==> src/rtl/mid_pkg.sv <==
// ----------------------------------------------------------------------------
// mid_pkg
// Shared types and mode codes for the multicore interrupt distributor.
// ----------------------------------------------------------------------------
package mid_pkg;

   localparam logic [2:0] MODE_SAMPLE = 3'd0;
   localparam logic [2:0] MODE_ENABLE = 3'd1;
   localparam logic [2:0] MODE_POST   = 3'd2;
   localparam logic [2:0] MODE_ACK    = 3'd3;
   localparam logic [2:0] MODE_READ   = 3'd4;

   typedef struct packed {
      logic [2:0] mode;
      logic [7:0] line_levels;
      logic [7:0] enable_value;
      logic [3:0] target_cpus;
      logic [1:0] cpu_index;
      logic [7:0] soft_bits;
   } req_type;

   typedef struct packed {
      logic [3:0] raise_req;
      logic [3:0] lower_req;
      logic [3:0] wake_cpus;
      logic [7:0] masked_status;
      logic [7:0] enable_now;
      logic [7:0] soft_pending;
   } rsp_type;

endpackage

==> src/rtl/mid_in_stage.sv <==
// ----------------------------------------------------------------------------
// mid_in_stage
// Input register: holds one request word until the core takes it.
// ----------------------------------------------------------------------------
module mid_in_stage (
   input  logic             clock,
   input  logic             reset,
   input  logic             req_valid,
   output logic             req_stall,
   input  mid_pkg::req_type req_word,
   input  logic             out_ready,
   output logic             take,
   output mid_pkg::req_type held_word
);

   logic             valid_ff;
   logic             valid_in;
   logic             load;
   mid_pkg::req_type word_ff;

   assign take      = valid_ff & out_ready;
   assign req_stall = valid_ff & ~take;
   assign load      = req_valid & ~req_stall;
   assign valid_in  = load | (valid_ff & ~take);
   assign held_word = word_ff;

   always_ff @(posedge clock) begin
      if (reset) begin
         valid_ff <= 1'b0;
      end else begin
         valid_ff <= valid_in;
      end
   end

   always_ff @(posedge clock) begin
      if (load) begin
         word_ff <= req_word;
      end
   end

endmodule

==> src/rtl/mid_core.sv <==
// ----------------------------------------------------------------------------
// mid_core
// Distributor state and the single-pass update for one request word.
// ----------------------------------------------------------------------------
module mid_core #(
   parameter int NUM_LINES  = 8,
   parameter int NUM_CPUS   = 4,
   parameter int SOFT_WIDTH = 8
) (
   input  logic             clock,
   input  logic             reset,
   input  logic [31:0]      route_map,
   input  logic             take,
   input  mid_pkg::req_type req_word,
   output mid_pkg::rsp_type rsp_word
);

   localparam int RouteW = (NUM_LINES * NUM_CPUS > 32) ? NUM_LINES * NUM_CPUS : 32;

   logic [NUM_LINES-1:0]  prev_levels_ff, prev_levels_in;
   logic [NUM_LINES-1:0]  raw_lines_ff, raw_lines_in;
   logic [NUM_LINES-1:0]  line_enable_ff, line_enable_in;
   logic [NUM_LINES-1:0]  cpu_raw_ff    [NUM_CPUS];
   logic [NUM_LINES-1:0]  cpu_raw_in    [NUM_CPUS];
   logic [NUM_LINES-1:0]  cpu_active_ff [NUM_CPUS];
   logic [NUM_LINES-1:0]  cpu_active_in [NUM_CPUS];
   logic [SOFT_WIDTH-1:0] cpu_soft_ff   [NUM_CPUS];
   logic [SOFT_WIDTH-1:0] cpu_soft_in   [NUM_CPUS];

   logic [RouteW-1:0]     route_ext;
   logic [31:0]           levels_ext, enable_ext, target_ext, soft_ext;
   logic [NUM_LINES-1:0]  levels, en_val, rise, fall;
   logic [NUM_CPUS-1:0]   targets;
   logic [SOFT_WIDTH-1:0] soft_val;
   logic [NUM_CPUS-1:0]   raise_v, lower_v, wake_v;
   logic [NUM_CPUS-1:0]   soft_busy;
   logic [31:0]           raise_ext, lower_ext, wake_ext, masked_ext, enable_now_ext;
   logic [31:0]           pend_acc;

   // unused upper field bits drop out through the zero-extend and part-select
   assign route_ext  = RouteW'(route_map);
   assign levels_ext = 32'(req_word.line_levels);
   assign enable_ext = 32'(req_word.enable_value);
   assign target_ext = 32'(req_word.target_cpus);
   assign soft_ext   = 32'(req_word.soft_bits);
   assign levels     = levels_ext[NUM_LINES-1:0];
   assign en_val     = enable_ext[NUM_LINES-1:0];
   assign targets    = target_ext[NUM_CPUS-1:0];
   assign soft_val   = soft_ext[SOFT_WIDTH-1:0];
   assign rise       = levels & ~prev_levels_ff;
   assign fall       = prev_levels_ff & ~levels;

   always_comb begin
      logic [NUM_LINES-1:0]  col, r_rise, r_fall, e_rise, e_fall, act_nxt;
      logic [NUM_LINES-1:0]  lt_mask, le_mask, hit;
      logic [SOFT_WIDTH-1:0] soft_nxt;
      logic                  up, down, soft_idle, sel;

      prev_levels_in = prev_levels_ff;
      raw_lines_in   = raw_lines_ff;
      line_enable_in = line_enable_ff;
      raise_v        = '0;
      lower_v        = '0;
      wake_v         = '0;
      soft_busy      = '0;
      pend_acc       = '0;

      unique case (req_word.mode)
         mid_pkg::MODE_SAMPLE: begin
            prev_levels_in = levels;
            raw_lines_in   = (raw_lines_ff & ~fall) | rise;
         end
         mid_pkg::MODE_ENABLE: begin
            line_enable_in = en_val;
         end
         default: begin
         end
      endcase

      for (int c = 0; c < NUM_CPUS; c++) begin
         col = '0;
         for (int i = 0; i < NUM_LINES; i++) begin
            col[i] = route_ext[i * NUM_CPUS + c];
         end
         r_rise  = rise & col;
         r_fall  = fall & col;
         e_rise  = r_rise & line_enable_ff;
         e_fall  = r_fall & line_enable_ff;
         act_nxt = (cpu_active_ff[c] & ~e_fall) | e_rise;

         // edges are taken lowest line first: line i sees lower lines already
         // applied and higher lines still at their old active bits
         up   = 1'b0;
         down = 1'b0;
         for (int i = 0; i < NUM_LINES; i++) begin
            lt_mask = NUM_LINES'((33'd1 << i) - 33'd1);
            le_mask = lt_mask | NUM_LINES'(33'd1 << i);
            if (e_rise[i] && ((act_nxt & lt_mask) == '0)
                && ((cpu_active_ff[c] & ~lt_mask) == '0)) begin
               up = 1'b1;
            end
            if (e_fall[i] && ((act_nxt & le_mask) == '0)
                && ((cpu_active_ff[c] & ~le_mask) == '0)) begin
               down = 1'b1;
            end
         end

         hit       = cpu_raw_ff[c] & en_val;
         soft_idle = (cpu_soft_ff[c] == '0);
         soft_busy[c] = ~soft_idle;
         sel       = (32'(req_word.cpu_index) == c);
         soft_nxt  = cpu_soft_ff[c];
         cpu_raw_in[c]    = cpu_raw_ff[c];
         cpu_active_in[c] = cpu_active_ff[c];

         unique case (req_word.mode)
            mid_pkg::MODE_SAMPLE: begin
               cpu_raw_in[c]    = (cpu_raw_ff[c] & ~r_fall) | r_rise;
               cpu_active_in[c] = act_nxt;
               if (soft_idle) begin
                  raise_v[c] = up;
                  wake_v[c]  = up;
                  lower_v[c] = ~up & down;
               end
            end
            mid_pkg::MODE_ENABLE: begin
               if (soft_idle) begin
                  if ((cpu_active_ff[c] == '0) && (hit != '0)) begin
                     raise_v[c] = 1'b1;
                  end else if ((cpu_active_ff[c] != '0) && (hit == '0)) begin
                     lower_v[c] = 1'b1;
                  end
               end
               cpu_active_in[c] = hit;
            end
            mid_pkg::MODE_POST: begin
               if (targets[c]) begin
                  soft_nxt = cpu_soft_ff[c] | soft_val;
                  if (cpu_active_ff[c] == '0) begin
                     raise_v[c] = 1'b1;
                     wake_v[c]  = 1'b1;
                  end
               end
            end
            mid_pkg::MODE_ACK: begin
               if (sel && !soft_idle) begin
                  soft_nxt = cpu_soft_ff[c] & ~soft_val;
                  if ((cpu_active_ff[c] == '0) && (soft_nxt == '0)) begin
                     lower_v[c] = 1'b1;
                  end
               end
            end
            default: begin
            end
         endcase

         cpu_soft_in[c] = soft_nxt;
         if (sel) begin
            pend_acc = pend_acc | 32'(soft_nxt);
         end
      end
   end

   assign raise_ext      = 32'(raise_v);
   assign lower_ext      = 32'(lower_v);
   assign wake_ext       = 32'(wake_v);
   assign masked_ext     = 32'(raw_lines_in & line_enable_in);
   assign enable_now_ext = 32'(line_enable_in);

   always_comb begin
      rsp_word.raise_req     = raise_ext[3:0];
      rsp_word.lower_req     = lower_ext[3:0];
      rsp_word.wake_cpus     = wake_ext[3:0];
      rsp_word.masked_status = masked_ext[7:0];
      rsp_word.enable_now    = enable_now_ext[7:0];
      rsp_word.soft_pending  = pend_acc[7:0];
   end

   always_ff @(posedge clock) begin
      if (reset) begin
         prev_levels_ff <= '0;
         raw_lines_ff   <= '0;
         line_enable_ff <= '0;
         for (int c = 0; c < NUM_CPUS; c++) begin
            cpu_raw_ff[c]    <= '0;
            cpu_active_ff[c] <= '0;
            cpu_soft_ff[c]   <= '0;
         end
      end else if (take) begin
         prev_levels_ff <= prev_levels_in;
         raw_lines_ff   <= raw_lines_in;
         line_enable_ff <= line_enable_in;
         for (int c = 0; c < NUM_CPUS; c++) begin
            cpu_raw_ff[c]    <= cpu_raw_in[c];
            cpu_active_ff[c] <= cpu_active_in[c];
            cpu_soft_ff[c]   <= cpu_soft_in[c];
         end
      end
   end

   // a CPU with pending software interrupts never gets a sampled raise/lower
   sample_soft_blocks: assert property (@(posedge clock) disable iff (reset)
      (take && (req_word.mode == mid_pkg::MODE_SAMPLE))
         |-> (((raise_v | lower_v) & soft_busy) == '0))
      else $error("sample gating mismatch");

   // the raw status tracks the last sampled levels
   raw_follows_levels: assert property (@(posedge clock) disable iff (reset)
      raw_lines_ff == prev_levels_ff)
      else $error("raw line status diverged from sampled levels");

   // reads change no state
   read_keeps_state: assert property (@(posedge clock) disable iff (reset)
      (take && (req_word.mode == mid_pkg::MODE_READ))
         |=> ($stable(line_enable_ff) && $stable(raw_lines_ff)))
      else $error("read mode changed state");

endmodule

==> src/rtl/mid_out_stage.sv <==
// ----------------------------------------------------------------------------
// mid_out_stage
// Result register: holds one result word while the consumer stalls.
// ----------------------------------------------------------------------------
module mid_out_stage (
   input  logic             clock,
   input  logic             reset,
   input  logic             take,
   input  mid_pkg::rsp_type rsp_in_word,
   output logic             out_ready,
   output logic             rsp_valid,
   input  logic             rsp_stall,
   output mid_pkg::rsp_type rsp_word
);

   logic             valid_ff;
   logic             valid_in;
   mid_pkg::rsp_type word_ff;

   assign out_ready = ~valid_ff | ~rsp_stall;
   assign valid_in  = take | (valid_ff & rsp_stall);
   assign rsp_valid = valid_ff;
   assign rsp_word  = word_ff;

   always_ff @(posedge clock) begin
      if (reset) begin
         valid_ff <= 1'b0;
      end else begin
         valid_ff <= valid_in;
      end
   end

   always_ff @(posedge clock) begin
      if (take) begin
         word_ff <= rsp_in_word;
      end
   end

endmodule

==> src/rtl/multicore_interrupt_distributor.sv <==
// A word accepted into the input register moves through the core logic into the result register and is shown on rsp_.
// Throughput: one word per cycle while rsp_stall is low; the state update and result logic are combinational
// between the input register and the result register.
// Reset (synchronous, active high) clears the route map, line levels, raw, enable,
// per-CPU active and software-pending status, and empties both registers.
// ----------------------------------------------------------------------------
// multicore_interrupt_distributor
// Routes interrupt line edges to CPU requests and handles software interrupts.
// ----------------------------------------------------------------------------
module multicore_interrupt_distributor #(
   parameter int NUM_LINES  = 8,
   parameter int NUM_CPUS   = 4,
   parameter int SOFT_WIDTH = 8
) (
   input  logic        clock,
   input  logic        reset,
   input  logic        csr_write_en,
   input  logic [31:0] csr_write_data,
   input  logic        req_valid,
   output logic        req_stall,
   input  logic [2:0]  req_mode,
   input  logic [7:0]  req_line_levels,
   input  logic [7:0]  req_enable_value,
   input  logic [3:0]  req_target_cpus,
   input  logic [1:0]  req_cpu_index,
   input  logic [7:0]  req_soft_bits,
   output logic        rsp_valid,
   input  logic        rsp_stall,
   output logic [3:0]  rsp_raise_req,
   output logic [3:0]  rsp_lower_req,
   output logic [3:0]  rsp_wake_cpus,
   output logic [7:0]  rsp_masked_status,
   output logic [7:0]  rsp_enable_now,
   output logic [7:0]  rsp_soft_pending
);

   logic [31:0]      route_map_ff;
   logic             take;
   logic             out_ready;
   mid_pkg::req_type req_word;
   mid_pkg::req_type held_word;
   mid_pkg::rsp_type core_word;
   mid_pkg::rsp_type rsp_word;

   always_ff @(posedge clock) begin
      if (reset) begin
         route_map_ff <= '0;
      end else if (csr_write_en) begin
         route_map_ff <= csr_write_data;
      end
   end

   always_comb begin
      req_word.mode         = req_mode;
      req_word.line_levels  = req_line_levels;
      req_word.enable_value = req_enable_value;
      req_word.target_cpus  = req_target_cpus;
      req_word.cpu_index    = req_cpu_index;
      req_word.soft_bits    = req_soft_bits;
   end

   mid_in_stage u_in_stage (
      .clock     (clock),
      .reset     (reset),
      .req_valid (req_valid),
      .req_stall (req_stall),
      .req_word  (req_word),
      .out_ready (out_ready),
      .take      (take),
      .held_word (held_word)
   );

   mid_core #(
      .NUM_LINES  (NUM_LINES),
      .NUM_CPUS   (NUM_CPUS),
      .SOFT_WIDTH (SOFT_WIDTH)
   ) u_core (
      .clock     (clock),
      .reset     (reset),
      .route_map (route_map_ff),
      .take      (take),
      .req_word  (held_word),
      .rsp_word  (core_word)
   );

   mid_out_stage u_out_stage (
      .clock       (clock),
      .reset       (reset),
      .take        (take),
      .rsp_in_word (core_word),
      .out_ready   (out_ready),
      .rsp_valid   (rsp_valid),
      .rsp_stall   (rsp_stall),
      .rsp_word    (rsp_word)
   );

   assign rsp_raise_req     = rsp_word.raise_req;
   assign rsp_lower_req     = rsp_word.lower_req;
   assign rsp_wake_cpus     = rsp_word.wake_cpus;
   assign rsp_masked_status = rsp_word.masked_status;
   assign rsp_enable_now    = rsp_word.enable_now;
   assign rsp_soft_pending  = rsp_word.soft_pending;

   // a CPU is never raised and lowered by the same word
   no_raise_and_lower: assert property (@(posedge clock) disable iff (reset)
      rsp_valid |-> ((rsp_raise_req & rsp_lower_req) == 4'b0))
      else $error("raise and lower on one CPU");

   // wakeups only come with a raise
   wake_needs_raise: assert property (@(posedge clock) disable iff (reset)
      rsp_valid |-> ((rsp_wake_cpus & ~rsp_raise_req) == 4'b0))
      else $error("wakeup without raise");

   // a word moved out of the input register shows up as a result
   take_gives_result: assert property (@(posedge clock) disable iff (reset)
      take |=> rsp_valid)
      else $error("result lost after take");

   // masked status is always a subset of the enable mask
   masked_in_enable: assert property (@(posedge clock) disable iff (reset)
      rsp_valid |-> ((rsp_masked_status & ~rsp_enable_now) == 8'b0))
      else $error("masked status outside enable mask");

endmodule

==> config.mk <==
export PLATFORM = sky130hd
export DESIGN_NAME = multicore_interrupt_distributor
export DESIGN_NICKNAME = d
export VERILOG_FILES = /design/src/rtl/mid_pkg.sv /design/src/rtl/mid_in_stage.sv /design/src/rtl/mid_core.sv /design/src/rtl/mid_out_stage.sv /design/src/rtl/multicore_interrupt_distributor.sv
export SDC_FILE = /design/constraint.sdc
export NUM_CORES = 1
export LEC_CHECK = 0
export ABC_AREA = 1
export BUFFER_PORTS_ARGS = -buffer_cell sky130_fd_sc_hd__buf_2
export CORE_MARGIN = 2
export CORE_UTILIZATION = 32
export DETAILED_ROUTE_END_ITERATION = 8
export HOLD_SLACK_MARGIN = 0.02
export SLEW_MARGIN = 20
export SYNTH_ARGS = -nofsm -noshare
export SYNTH_HDL_FRONTEND = slang
export SYNTH_SLANG_ARGS = --single-unit
==> constraint.sdc <==
create_clock -name clock -period 12.3 [get_ports clock]
set_input_delay 0.615 -clock clock [delete_from_list [all_inputs] [get_ports clock]]
set_output_delay 0.615 -clock clock [all_outputs]
set_load 0.005 [all_outputs]
==> reports/summary.txt, run 1 <==
sequential power share = 48.3%
Met1 Wirelength = 16,300 um
drt first pass iters = 5
row count = 69
required time at the worst-slack endpoint = 12.45 ns
Total Die Area = 38,100 um^2
setup total negative slack = 0 ns
slew of the pin with the lowest slew margin = 0.939 ns
portion of the clock cycle consumed by the worst path in the final layout = 29.1%
static leakage = 5.72 nW
placed wire-length estimate = 26,600 um
setup repair after global routing missed its margin = no
P_sw = 0.479 mW
CTS Hold Bufs = 0
global-route wire length before repair = 55,300 um
share of post-route cells with drive strength above 1 = 14.7%
maximum clock rate = 280 MHz
area overhead of the layout relative to synthesis = 16.4%
maximum fanout encountered on the critical timing path = 32
WL per Instance = 17.9 um
later-pin clock latency in the skew report = 0.55 ns
total of flip-flops plus latches after synthesis = 223
cell with the largest stage delay on the worst path = nor2_2
count of nets left with antenna violations after detail routing = 0
vias in the first global route = 9,725
list of most frequent post-synthesis cells = nand2_1 (291), inv_1 (192), edfxtp_1 (165)
sink count of the clock tree = 223
fraction of power consumed by the clock network = 42.0%
number of setup violations in the final report = 0
CTS resizes = 0
synthesis warning total = 0
nature of the critical path startpoint = flop
Netlist Area Pre-Place = 11,700 um^2
Inserted Clock Buffers = 27
number of antenna violations at the first check in global routing = 2
async set or reset register ratio after synthesis = 0%
final-stage net count = 1,596
residual DRC count = 0
total buffers and inverters traversed by the critical path = 2
slowest cell delay on critical path = 0.80 ns
Yosys top cell area share = 42.4%
cell breakdown of the critical path = nor2_2 > inv_1 > nor2_2 > inv_1 > nand2_2
area of the core = 35,700 um^2
Routed WL = 36,000 um
sequential share of the synthesized area = 52.3%
most frequently used cell type in the post-synthesis netlist = nand2_1
final number of hold-violating endpoints = 0
via count = 10,300
# H-tree levels = 1
Maximum Capacitance Violations = 0
max-slew violations = 0
number of nets in the synthesized netlist = 1,487
worst voltage drop across the vdd grid = 0.0918 mV
height of the chip = 195 um
internal power = 1.36 mW
cell taking the most area after synthesis = edfxtp_1
power per cell area = 135 nW/um^2
clock transition at the registers of the reported paths = 0.06 ns
Syn Inst Count = 1,417
maximum root-to-sink buffer count = 3
data arrival time at the worst-slack endpoint = 3.73 ns
Setup Fix Bufs, Post-CTS = 0
endpoint class of the critical path = flop
initial DRC count = 916
Netlist cell types = 42
Routed met3 length = 2530 um
input/output buffers = 107
global-route usage over all layers = 18.5%
min Tclk post-route = 3.57 ns
number of ports placed on the die boundary = 108
effective utilization at floorplan = 32.7%
worst reg-to-reg setup slack = 8.73 ns
number of flops mapped to enable cells by yosys = 165
tightest slew margin relative to the limit = 37.2%
Final Skew = 0.0283 ns
mean post-synth cell area = 8.25 um^2
combinational share of power = 9.7%
switching share of power = 26.1%
clk root buf = clkbuf_16
Min-Delay Path Class = in2reg
largest net degree at the start of global routing = 64
TritonCTS clock tree = built
vias per std cell = 5.14
cells taking the most area after synthesis = edfxtp_1 (42%), dfxtp_1 (9.9%), nand2_1 (9.3%)
Routed met2 length = 16,200 um
weighted congestion at the end of routability-driven global placement = 0.943
total inserted antenna cells = 0
delay-heaviest family, CP = simple AND/OR/NAND/NOR gates
# fillers = 3,705
horizontal die dimension = 195 um
Power, Total = 1.84 mW
uppermost signal routing layer after detailed routing = met5
outcome = finished, final reports clean
grt ovf = 0
dominant register cell in the synthesized netlist = edfxtp_1
worst setup path class = reg2reg
[cells by family (layout without fill, tap and decap cells)]
| logic type | count (synthesis) | count (layout) | synth area share (%) |
|---|---|---|---|
| and+or+nand+nor | 636 | 636 | 24.5 |
| AOI/OAI and AO/OA | 314 | 314 | 15.2 |
| buffers and inverters | 244 | 374 | 7.90 |
| DFF | 223 | 223 | 52.3 |
[power by group through the flow]
stage / clock, mW / combinational [mW] / sequential, mW
floorplan: 0 / 0.114 / 0.890
global placement: 0 / 0.174 / 0.901
detailed placement: 0 / 0.176 / 0.901
CTS: 0.790 / 0.177 / 0.886
global route: 0.823 / 0.198 / 0.891
finish: 0.772 / 0.177 / 0.887
[per-stage QoR]
step	utilization (%)	hold slack [ns]	cells	setup WS, ns	cell area, um^2
floorplan	-	0.450	1417	6.82	11700
global placement	35.7	0.468	1958	8.50	12700
detailed placement	35.7	0.473	1958	8.43	12700
CTS	38.1	0.216	2008	8.74	13600
finish	38.1	0.232	2008	8.73	13600
global route	38.1	0.215	2008	8.55	13600
[metal layers]
| layer | GRT usage [%] | vias to the layer above |
|---|---|---|
| met5 | 0 | - |
| met4 | 5.85 | 4 |
| met3 | 2.75 | 58 |
| met2 | 29.7 | 390 |
| met1 | 25.9 | 4837 |
| li1 | - | 5041 |
[final cells by class]
cell class                      instances  area, um^2  area share [%]
Sequential cell                       223        6120            44.9
Multi-Input combinational cell        950        4670            34.4
Inverter                              209         786            5.77
Clock buffer                           37         754            5.54
Timing Repair Buffer                  115         596            4.38
Tap cell                              461         577            4.24
Clock inverter                         13         104           0.763
[flip-flops by register name, summed over array words and instances (netlist names), 32 cells and up]
name,flops
u_in_stage.held_word,33
u_out_stage.rsp_word,36
u_core.cpu_active_ff,32
route_map_ff,32
u_core.cpu_raw_ff,32
u_core.cpu_soft_ff,32
[worst paths after layout]
path | start | end | depth (start not counted)
worst max register to register | u_in_stage.held_word[30] | u_core.cpu_raw_ff[0][30] | 5
worst min-delay path | req_enable_value[3] | u_in_stage.held_word[17] | 1
worst max-delay path | u_in_stage.held_word[30] | u_core.cpu_raw_ff[0][30] | 5
worst min register to register | u_core.raw_lines_ff[3] | u_core.raw_lines_ff[3] | 2
[worst register-to-register path: cells and delay by family, from the launching register on]
family / cells / cell delay, ns
flops: 1 / 0.66
simple gates: 3 / 2.04
buf+inv: 2 / 0.49
[cell usage in the layout (no fill, tap or decap), types with 12 or more instances in the layout]
cell type,instances
a21oi_1,105
buf_2,107
clkbuf_16,28
dfxtp_1,58
edfxtp_1,165
inv_1,192
inv_2,15
nand2_1,289
nand3_1,69
nand4_1,28
nor2_1,157
nor2_2,12
nor3_1,26
o211ai_1,25
o21ai_0,108
o22ai_1,29
Power figures use the tool's default switching activity.
==> inputs of run 2 (changes only) <==
ABC_AREA = 0   (was 1)
clock period = 3.6 ns   (was 12.3 ns; I/O delays follow)
==> run 2 against run 1 <==
  * Synthesized area increased by 4.6%
  * Clock skew is 0.0069 ns lower
  * Flip-flop and latch count is the same
  * Count of clock-buffer cells in the layout is 2 lower
  * Critical path depth is 2 higher
  * First-iteration DRC count increased by 33%
  * Critical endpoint is now u_out_stage.rsp_word[31]
  * Largest cell class unchanged
  * Non-clock buffer count increased by 75
  * Final cell count down 3.3%
  * Total power grew to 3.6 times the previous value
  * Synthesized cell count shrank 9.0%
  * Setup slack lost 7.9 ns
  * Clock power grew to 3.6 times the previous value
==> reports/summary.txt, run 2 <==
maximum clock rate = 356 MHz (+27%)
dominant register cell in the synthesized netlist = edfxtp_1
dpl cells = 1,826 (-6.7%)
list of most frequent post-synthesis cells = nor2_1 (174), edfxtp_1 (165), a21oi_1 (161)
final-stage net count = 1,480 (-7.3%)
Yosys top cell area share = 40.5% (-1.9 points)
outcome = finished, final reports clean
setup total negative slack = 0 ns (unchanged)
placed wire-length estimate = 27,800 um (+4.7%)
# H-tree levels = 1 (unchanged)
effective utilization at floorplan = 32.5% (-0.24 points)
number of nets in the synthesized netlist = 1,359 (-8.6%)
post-route cell area = 14,700 um^2 (+8.3%)
worst voltage drop across the vdd grid = 0.355 mV (+290%)
endpoint class of the critical path = flop
tightest slew margin relative to the limit = 32.3% (-4.9 points)
global-route wire length before repair = 61,100 um (+10%)
vias in the first global route = 10,200 (+4.6%)
input/output buffers = 107 (unchanged)
Netlist Area Pre-Place = 12,200 um^2 (+4.6%)
number of setup violations in the final report = 0 (unchanged)
power per cell area = 451 nW/um^2 (+230%)
TritonCTS clock tree = built
leading cell type in the layout, fill and taps excluded = nor2_1
Maximum Capacitance Violations = 0 (unchanged)
cells taking the most area after synthesis = edfxtp_1 (41%), dfxtp_1 (9.5%), a21oi_1 (6.6%)
count of nets left with antenna violations after detail routing = 0 (unchanged)
clock transition at the registers of the reported paths = 0.06 ns (about the same)
Netlist cell types = 69 (+64%)
final cell count without fillers = 1,941 (-3.3%)
number of antenna violations at the first check in global routing = 0 (-2)
cell taking the most area after synthesis = edfxtp_1
nature of the critical path startpoint = flop
via count = 10,700 (+3.9%)
min Tclk post-route = 2.81 ns (-0.761 ns)
max FFs per register = 36 (unchanged)
max-slew violations = 0 (unchanged)
horizontal die dimension = 199 um (+2.2%)
commonest cells after routing, fill and taps aside = nor2_1 (174), edfxtp_1 (165), a21oi_1 (161)
area overhead of the layout relative to synthesis = 20.5%
Routed WL = 40,000 um (+11%)
clk root buf = clkbuf_16
maximum fanout encountered on the critical timing path = 24 (-25%)
total inserted antenna cells = 0 (unchanged)
number of flops mapped to enable cells by yosys = 165 (unchanged)
later-pin clock latency in the skew report = 0.54 ns (about the same)
weighted congestion at the end of routability-driven global placement = 0.940 (-0.33%)
WL per Instance = 20.6 um (+15%)
grt ovf = 0 (unchanged)
most frequently used cell type in the post-synthesis netlist = nor2_1
placed standard-cell area = 13,200 um^2 (+3.2%)
synthesis warning total = 0 (unchanged)
static leakage = 5.47 nW (-4.4%)
post-route core utilization = 39.1% (+1.0 points)
data arrival time at the worst-slack endpoint = 3.13 ns (-0.60 ns)
sequential share of the synthesized area = 50.0% (-2.3 points)
multi-input logic area = 5600 um^2 (+20%)
Total Die Area = 39,800 um^2 (+4.5%)
required time at the worst-slack endpoint = 3.92 ns (-8.53 ns)
height of the chip = 199 um (+2.2%)
final number of hold-violating endpoints = 0 (unchanged)
flip-flop and latch area = 6120 um^2 (unchanged)
Inserted Clock Buffers = 26 (-3.7%)
mean post-synth cell area = 9.49 um^2 (+15%)
slew of the pin with the lowest slew margin = 1.02 ns (+0.0763 ns)
Syn Inst Count = 1,289 (-9.0%)
total of flip-flops plus latches after synthesis = 223 (unchanged)
share of post-route cells with drive strength above 1 = 13.6% (-1.2 points)
area of the core = 37,700 um^2 (+5.4%)
number of ports placed on the die boundary = 108 (unchanged)
portion of the clock cycle consumed by the worst path in the final layout = 78.1% (+49 points)
sink count of the clock tree = 223 (unchanged)
Setup Fix Bufs, Post-CTS = 0 (unchanged)
global-route usage over all layers = 20.0% (+1.5 points)
Final Skew = 0.0214 ns (-0.00692 ns)
Min-Delay Path Class = in2reg
CTS resizes = 0 (unchanged)
largest net degree at the start of global routing = 50 (-22%)
# fillers = 3,792 (+2.3%)
row count = 71 (+2.9%)
worst setup path class = reg2reg
maximum root-to-sink buffer count = 3 (unchanged)
residual DRC count = 0 (unchanged)
initial DRC count = 1,222 (+33%)
async set or reset register ratio after synthesis = 0% (unchanged)
drt first pass iters = 5 (unchanged)
setup repair after global routing missed its margin = no
vias per std cell = 5.53 (+7.4%)
[run 2: final timing paths]
| path | slack, ns | depth (start not counted) | startpoint | to |
|---|---|---|---|---|
| max | 0.79 | 7 | u_in_stage.held_word[28] | u_out_stage.rsp_word[31] |
| min | 0.10 | 2 | reset | route_map_ff[5] |
| max reg2reg | 0.79 | 7 | u_in_stage.held_word[28] | u_out_stage.rsp_word[31] |
| min reg2reg | 0.51 | 2 | u_in_stage.valid_ff | u_out_stage.rsp_valid |
[run 2: final cells by class]
class	instances	share of cell area, %
Sequential cell	223	41.5
Multi-Input combinational cell	928	38.0
Timing Repair Buffer	190	9.00
Clock buffer	35	5.36
Tap cell	511	4.34
Inverter	41	1.04
Clock inverter	13	0.739
[run 2: report_power, final]
group	internal [mW]	total (mW)	switching (mW)
sequential	2.93	3.18	0.246
combinational	0.326	0.709	0.384
clock	1.62	2.75	1.13
total	4.88	6.64	1.76
[run 2: routing by layer]
layer,global-route usage (%),share of wire (%),vias to the layer above
li1,-,-,5048
met1,29.2,47,5201
met2,30.7,44,413
met3,2.90,6.2,67
met4,5.79,2.6,0
met5,0,0,-
[run 2: worst max-delay path: stages, from the launching register on]
cell and delay (ns):
edfxtp_1 0.75, nand3b_1 0.31, nor3_1 0.09, o311a_1 0.37, o221a_2 0.23, o21ai_0 0.35
nand2_1 0.10, o41ai_1 0.38
[run 2: timing repair]
action,CTS,global route
hold buffers,67,0
endpoints found under the hold margin,67,0
setup endpoints to repair,0,0
[run 2: through the flow]
stage                     setup slack [ns]  hold slack (ns)  power, mW
after detailed placement             0.851            0.358       3.87
after CTS                            0.823           0.0838       6.69
final                                0.788            0.102       6.64
after global routing                 0.598            0.116       6.90
after floorplan                      0.196            0.279       3.59
after global placement               0.845            0.357       3.86
[run 2: kinds of logic (layout without fill, tap and decap cells)]
family          Yosys count  after routing  synth area share [%]
compound gates          407            407                  21.3
buf+inv                 138            279                  4.38
simple gates            473            473                  19.8
flops                   223            223                  50.0
mux                      48             48                  4.55
==> inputs of run 3 (changes only) <==
clock period = 2.8 ns   (was 3.6 ns; I/O delays follow)
==> run 3 against run 2 <==
  * Global-route usage grew 0.39 points
  * Maximum frequency is 6.1% higher
  * Combinational power increased by 42%
  * Highest routed layer unchanged
  * Non-clock buffer count is 38 higher
  * Total power grew 30%
  * Largest cell class unchanged
  * Die area unchanged
  * Count of clock-buffer cells in the layout increased by 10
  * Final cell count rose by 2.2%
  * Critical path type unchanged
  * Critical path depth unchanged
  * First-iteration DRC count increased by 5.5%
  * Routed wire length grew 2.2%
  * Via count up 2.1%
==> reports/summary.txt, run 3 (synthesis gave the netlist of run 2 again) <==
outcome = finished, final reports clean
required time at the worst-slack endpoint = 3.10 ns (-0.82 ns)
Routed WL = 40,800 um (+2.2%)
Maximum Capacitance Violations = 0 (unchanged)
setup repair after global routing missed its margin = no
vias per std cell = 5.52 (about the same)
maximum root-to-sink buffer count = 3 (unchanged)
number of antenna violations at the first check in global routing = 0 (unchanged)
post-route cell area = 15,100 um^2 (+2.5%)
Min-Delay Path Class = in2reg
power per cell area = 572 nW/um^2 (+27%)
worst setup path class = reg2reg
multi-input logic area = 5600 um^2 (about the same)
area of the core = 37,700 um^2 (unchanged)
global-route usage over all layers = 20.4% (+0.39 points)
max FFs per register = 36 (unchanged)
maximum clock rate = 377 MHz (+6.1%)
internal power = 6.36 mW (+30%)
placed wire-length estimate = 29,000 um (+4.1%)
slew of the pin with the lowest slew margin = 1.06 ns (+0.0433 ns)
launch point of the worst path = u_in_stage.held_word[26]
leading cell type in the layout, fill and taps excluded = nor2_1
final-stage net count = 1,520 (+2.7%)
Final Skew = 0.0332 ns (+0.0118 ns)
Hold Startpoint = reset
# fillers = 3,751 (-1.1%)
height of the chip = 199 um (unchanged)
row count = 71 (unchanged)
data arrival time at the worst-slack endpoint = 2.95 ns (-0.18 ns)
final hold slack = 0.0684 ns (-0.0337 ns)
max-slew violations = 0 (unchanged)
drt first pass iters = 6 (+1)
number of ports placed on the die boundary = 108 (unchanged)
setup total negative slack = 0 ns (unchanged)
effective utilization at floorplan = 32.5% (unchanged)
Reg-to-Reg Start = u_in_stage.held_word[26]
endpoint class of the critical path = flop
clock transition at the registers of the reported paths = 0.06 ns (about the same)
switching share of power = 26.3% (-0.25 points)
Power, Total = 8.63 mW (+30%)
sequential power share = 46.9% (-1.0 points)
later-pin clock latency in the skew report = 0.57 ns (+0.03 ns)
input/output buffers = 107 (unchanged)
worst voltage drop across the vdd grid = 0.481 mV (+35%)
sink count of the clock tree = 223 (unchanged)
portion of the clock cycle consumed by the worst path in the final layout = 94.6% (+17 points)
largest net degree at the start of global routing = 65 (+30%)
combinational share of power = 11.7% (+1.0 points)
cell with the largest stage delay on the worst path = edfxtp_1
Total Die Area = 39,800 um^2 (unchanged)
delay-heaviest family, CP = compound AO/OA/AOI/OAI gates
global-route wire length before repair = 61,700 um (+0.97%)
slowest cell delay on critical path = 0.53 ns (-0.22 ns)
initial DRC count = 1,289 (+5.5%)
clk root buf = clkbuf_16
maximum fanout encountered on the critical timing path = 13 (-46%)
fraction of power consumed by the clock network = 41.4% (about the same)
flip-flop and latch area = 6120 um^2 (unchanged)
residual DRC count = 0 (unchanged)
P_sw = 2.27 mW (+29%)
static leakage = 5.69 nW (+4.0%)
WL per Instance = 20.6 um (about the same)
Setup Fix Bufs, Post-CTS = 0 (unchanged)
total buffers and inverters traversed by the critical path = 0 (unchanged)
via count = 11,000 (+2.1%)
grt ovf = 0 (unchanged)
nature of the critical path startpoint = flop
vias in the first global route = 10,200 (+0.45%)
area overhead of the layout relative to synthesis = 23.4%
share of post-route cells with drive strength above 1 = 15.8% (+2.2 points)
Inserted Clock Buffers = 28 (+7.7%)
commonest cells after routing, fill and taps aside = nor2_1 (174), edfxtp_1 (165), a21oi_1 (161)
# H-tree levels = 1 (unchanged)
min Tclk post-route = 2.65 ns (-0.163 ns)
total inserted antenna cells = 0 (unchanged)
post-placement setup slack = 0.243 ns (-0.609 ns)
count of nets left with antenna violations after detail routing = 0 (unchanged)
final number of hold-violating endpoints = 0 (unchanged)
weighted congestion at the end of routability-driven global placement = 0.974 (+3.6%)
placed standard-cell area = 13,500 um^2 (+2.5%)
number of setup violations in the final report = 0 (unchanged)
TritonCTS clock tree = built
cell breakdown of the critical path = nand3b_1 > a2bb2oi_1 > a31oi_1 > or4_1 > a21oi_1 > o2111ai_1 > o311ai_0
tightest slew margin relative to the limit = 29.4% (-2.9 points)
Setup WS post-layout = 0.150 ns (-0.637 ns)
horizontal die dimension = 199 um (unchanged)
run 3: changes by cell type in the layout (fill, tap and decap cells not counted), sizes merged:
| cell | previous run | this run |
|---|---|---|
| buf | 123 | 161 |
| clkbuf | 35 | 45 |
| clkinv | 9 | 4 |
| bufinv | 1 | 0 |
| clkinvlp | 0 | 1 |
| inv | 44 | 43 |
run 3: worst paths after layout:
kind	end	slack [ns]	cells past startpoint
worst max-delay path	u_out_stage.rsp_word[30]	0.15	7
worst min-delay path	u_core.raw_lines_ff[1]	0.07	2
worst max register to register	u_out_stage.rsp_word[30]	0.15	7
worst min register to register	u_out_stage.rsp_valid	0.49	2
run 3: per-stage QoR:
stage,util (%),std cells
2_1_floorplan,-,1289
3_3_place_gp,35.8,1864
3_5_place_dp,35.8,1864
4_1_cts,40.1,1983
5_1_grt,40.1,1983
6_report,40.1,1983
run 3: power by group through the flow:
stage / sequential [mW] / clock (mW) / combinational, mW
after global routing: 4.07 / 3.79 / 1.11
after global placement: 4.10 / 0 / 0.916
final: 4.04 / 3.58 / 1.01
after CTS: 4.03 / 3.65 / 1.01
after floorplan: 3.96 / 0 / 0.648
after detailed placement: 4.10 / 0 / 0.933
run 3: cell type report:
class | count | share of cell area, %
Sequential cell | 223 | 40.5
Inverter | 41 | 1.02
Clock buffer | 45 | 5.81
Clock inverter | 7 | 0.282
Multi-Input combinational cell | 928 | 37.1
Tap cell | 511 | 4.24
Timing Repair Buffer | 228 | 11.0
run 3: routing by layer:
layer,track usage (%),wire [um],up-vias
met3,2.65,3260,72
met2,30.8,17700,515
met1,29.7,18400,5232
met4,7.54,1450,0
li1,-,-,5137
met5,0,0,-
run 3: what timing repair did:
item | in CTS | in global routing
resized for setup | 0 | 1
endpoints found under the hold margin | 67 | 0
hold buffers | 67 | 0
endpoints found under the setup margin | 0 | 1
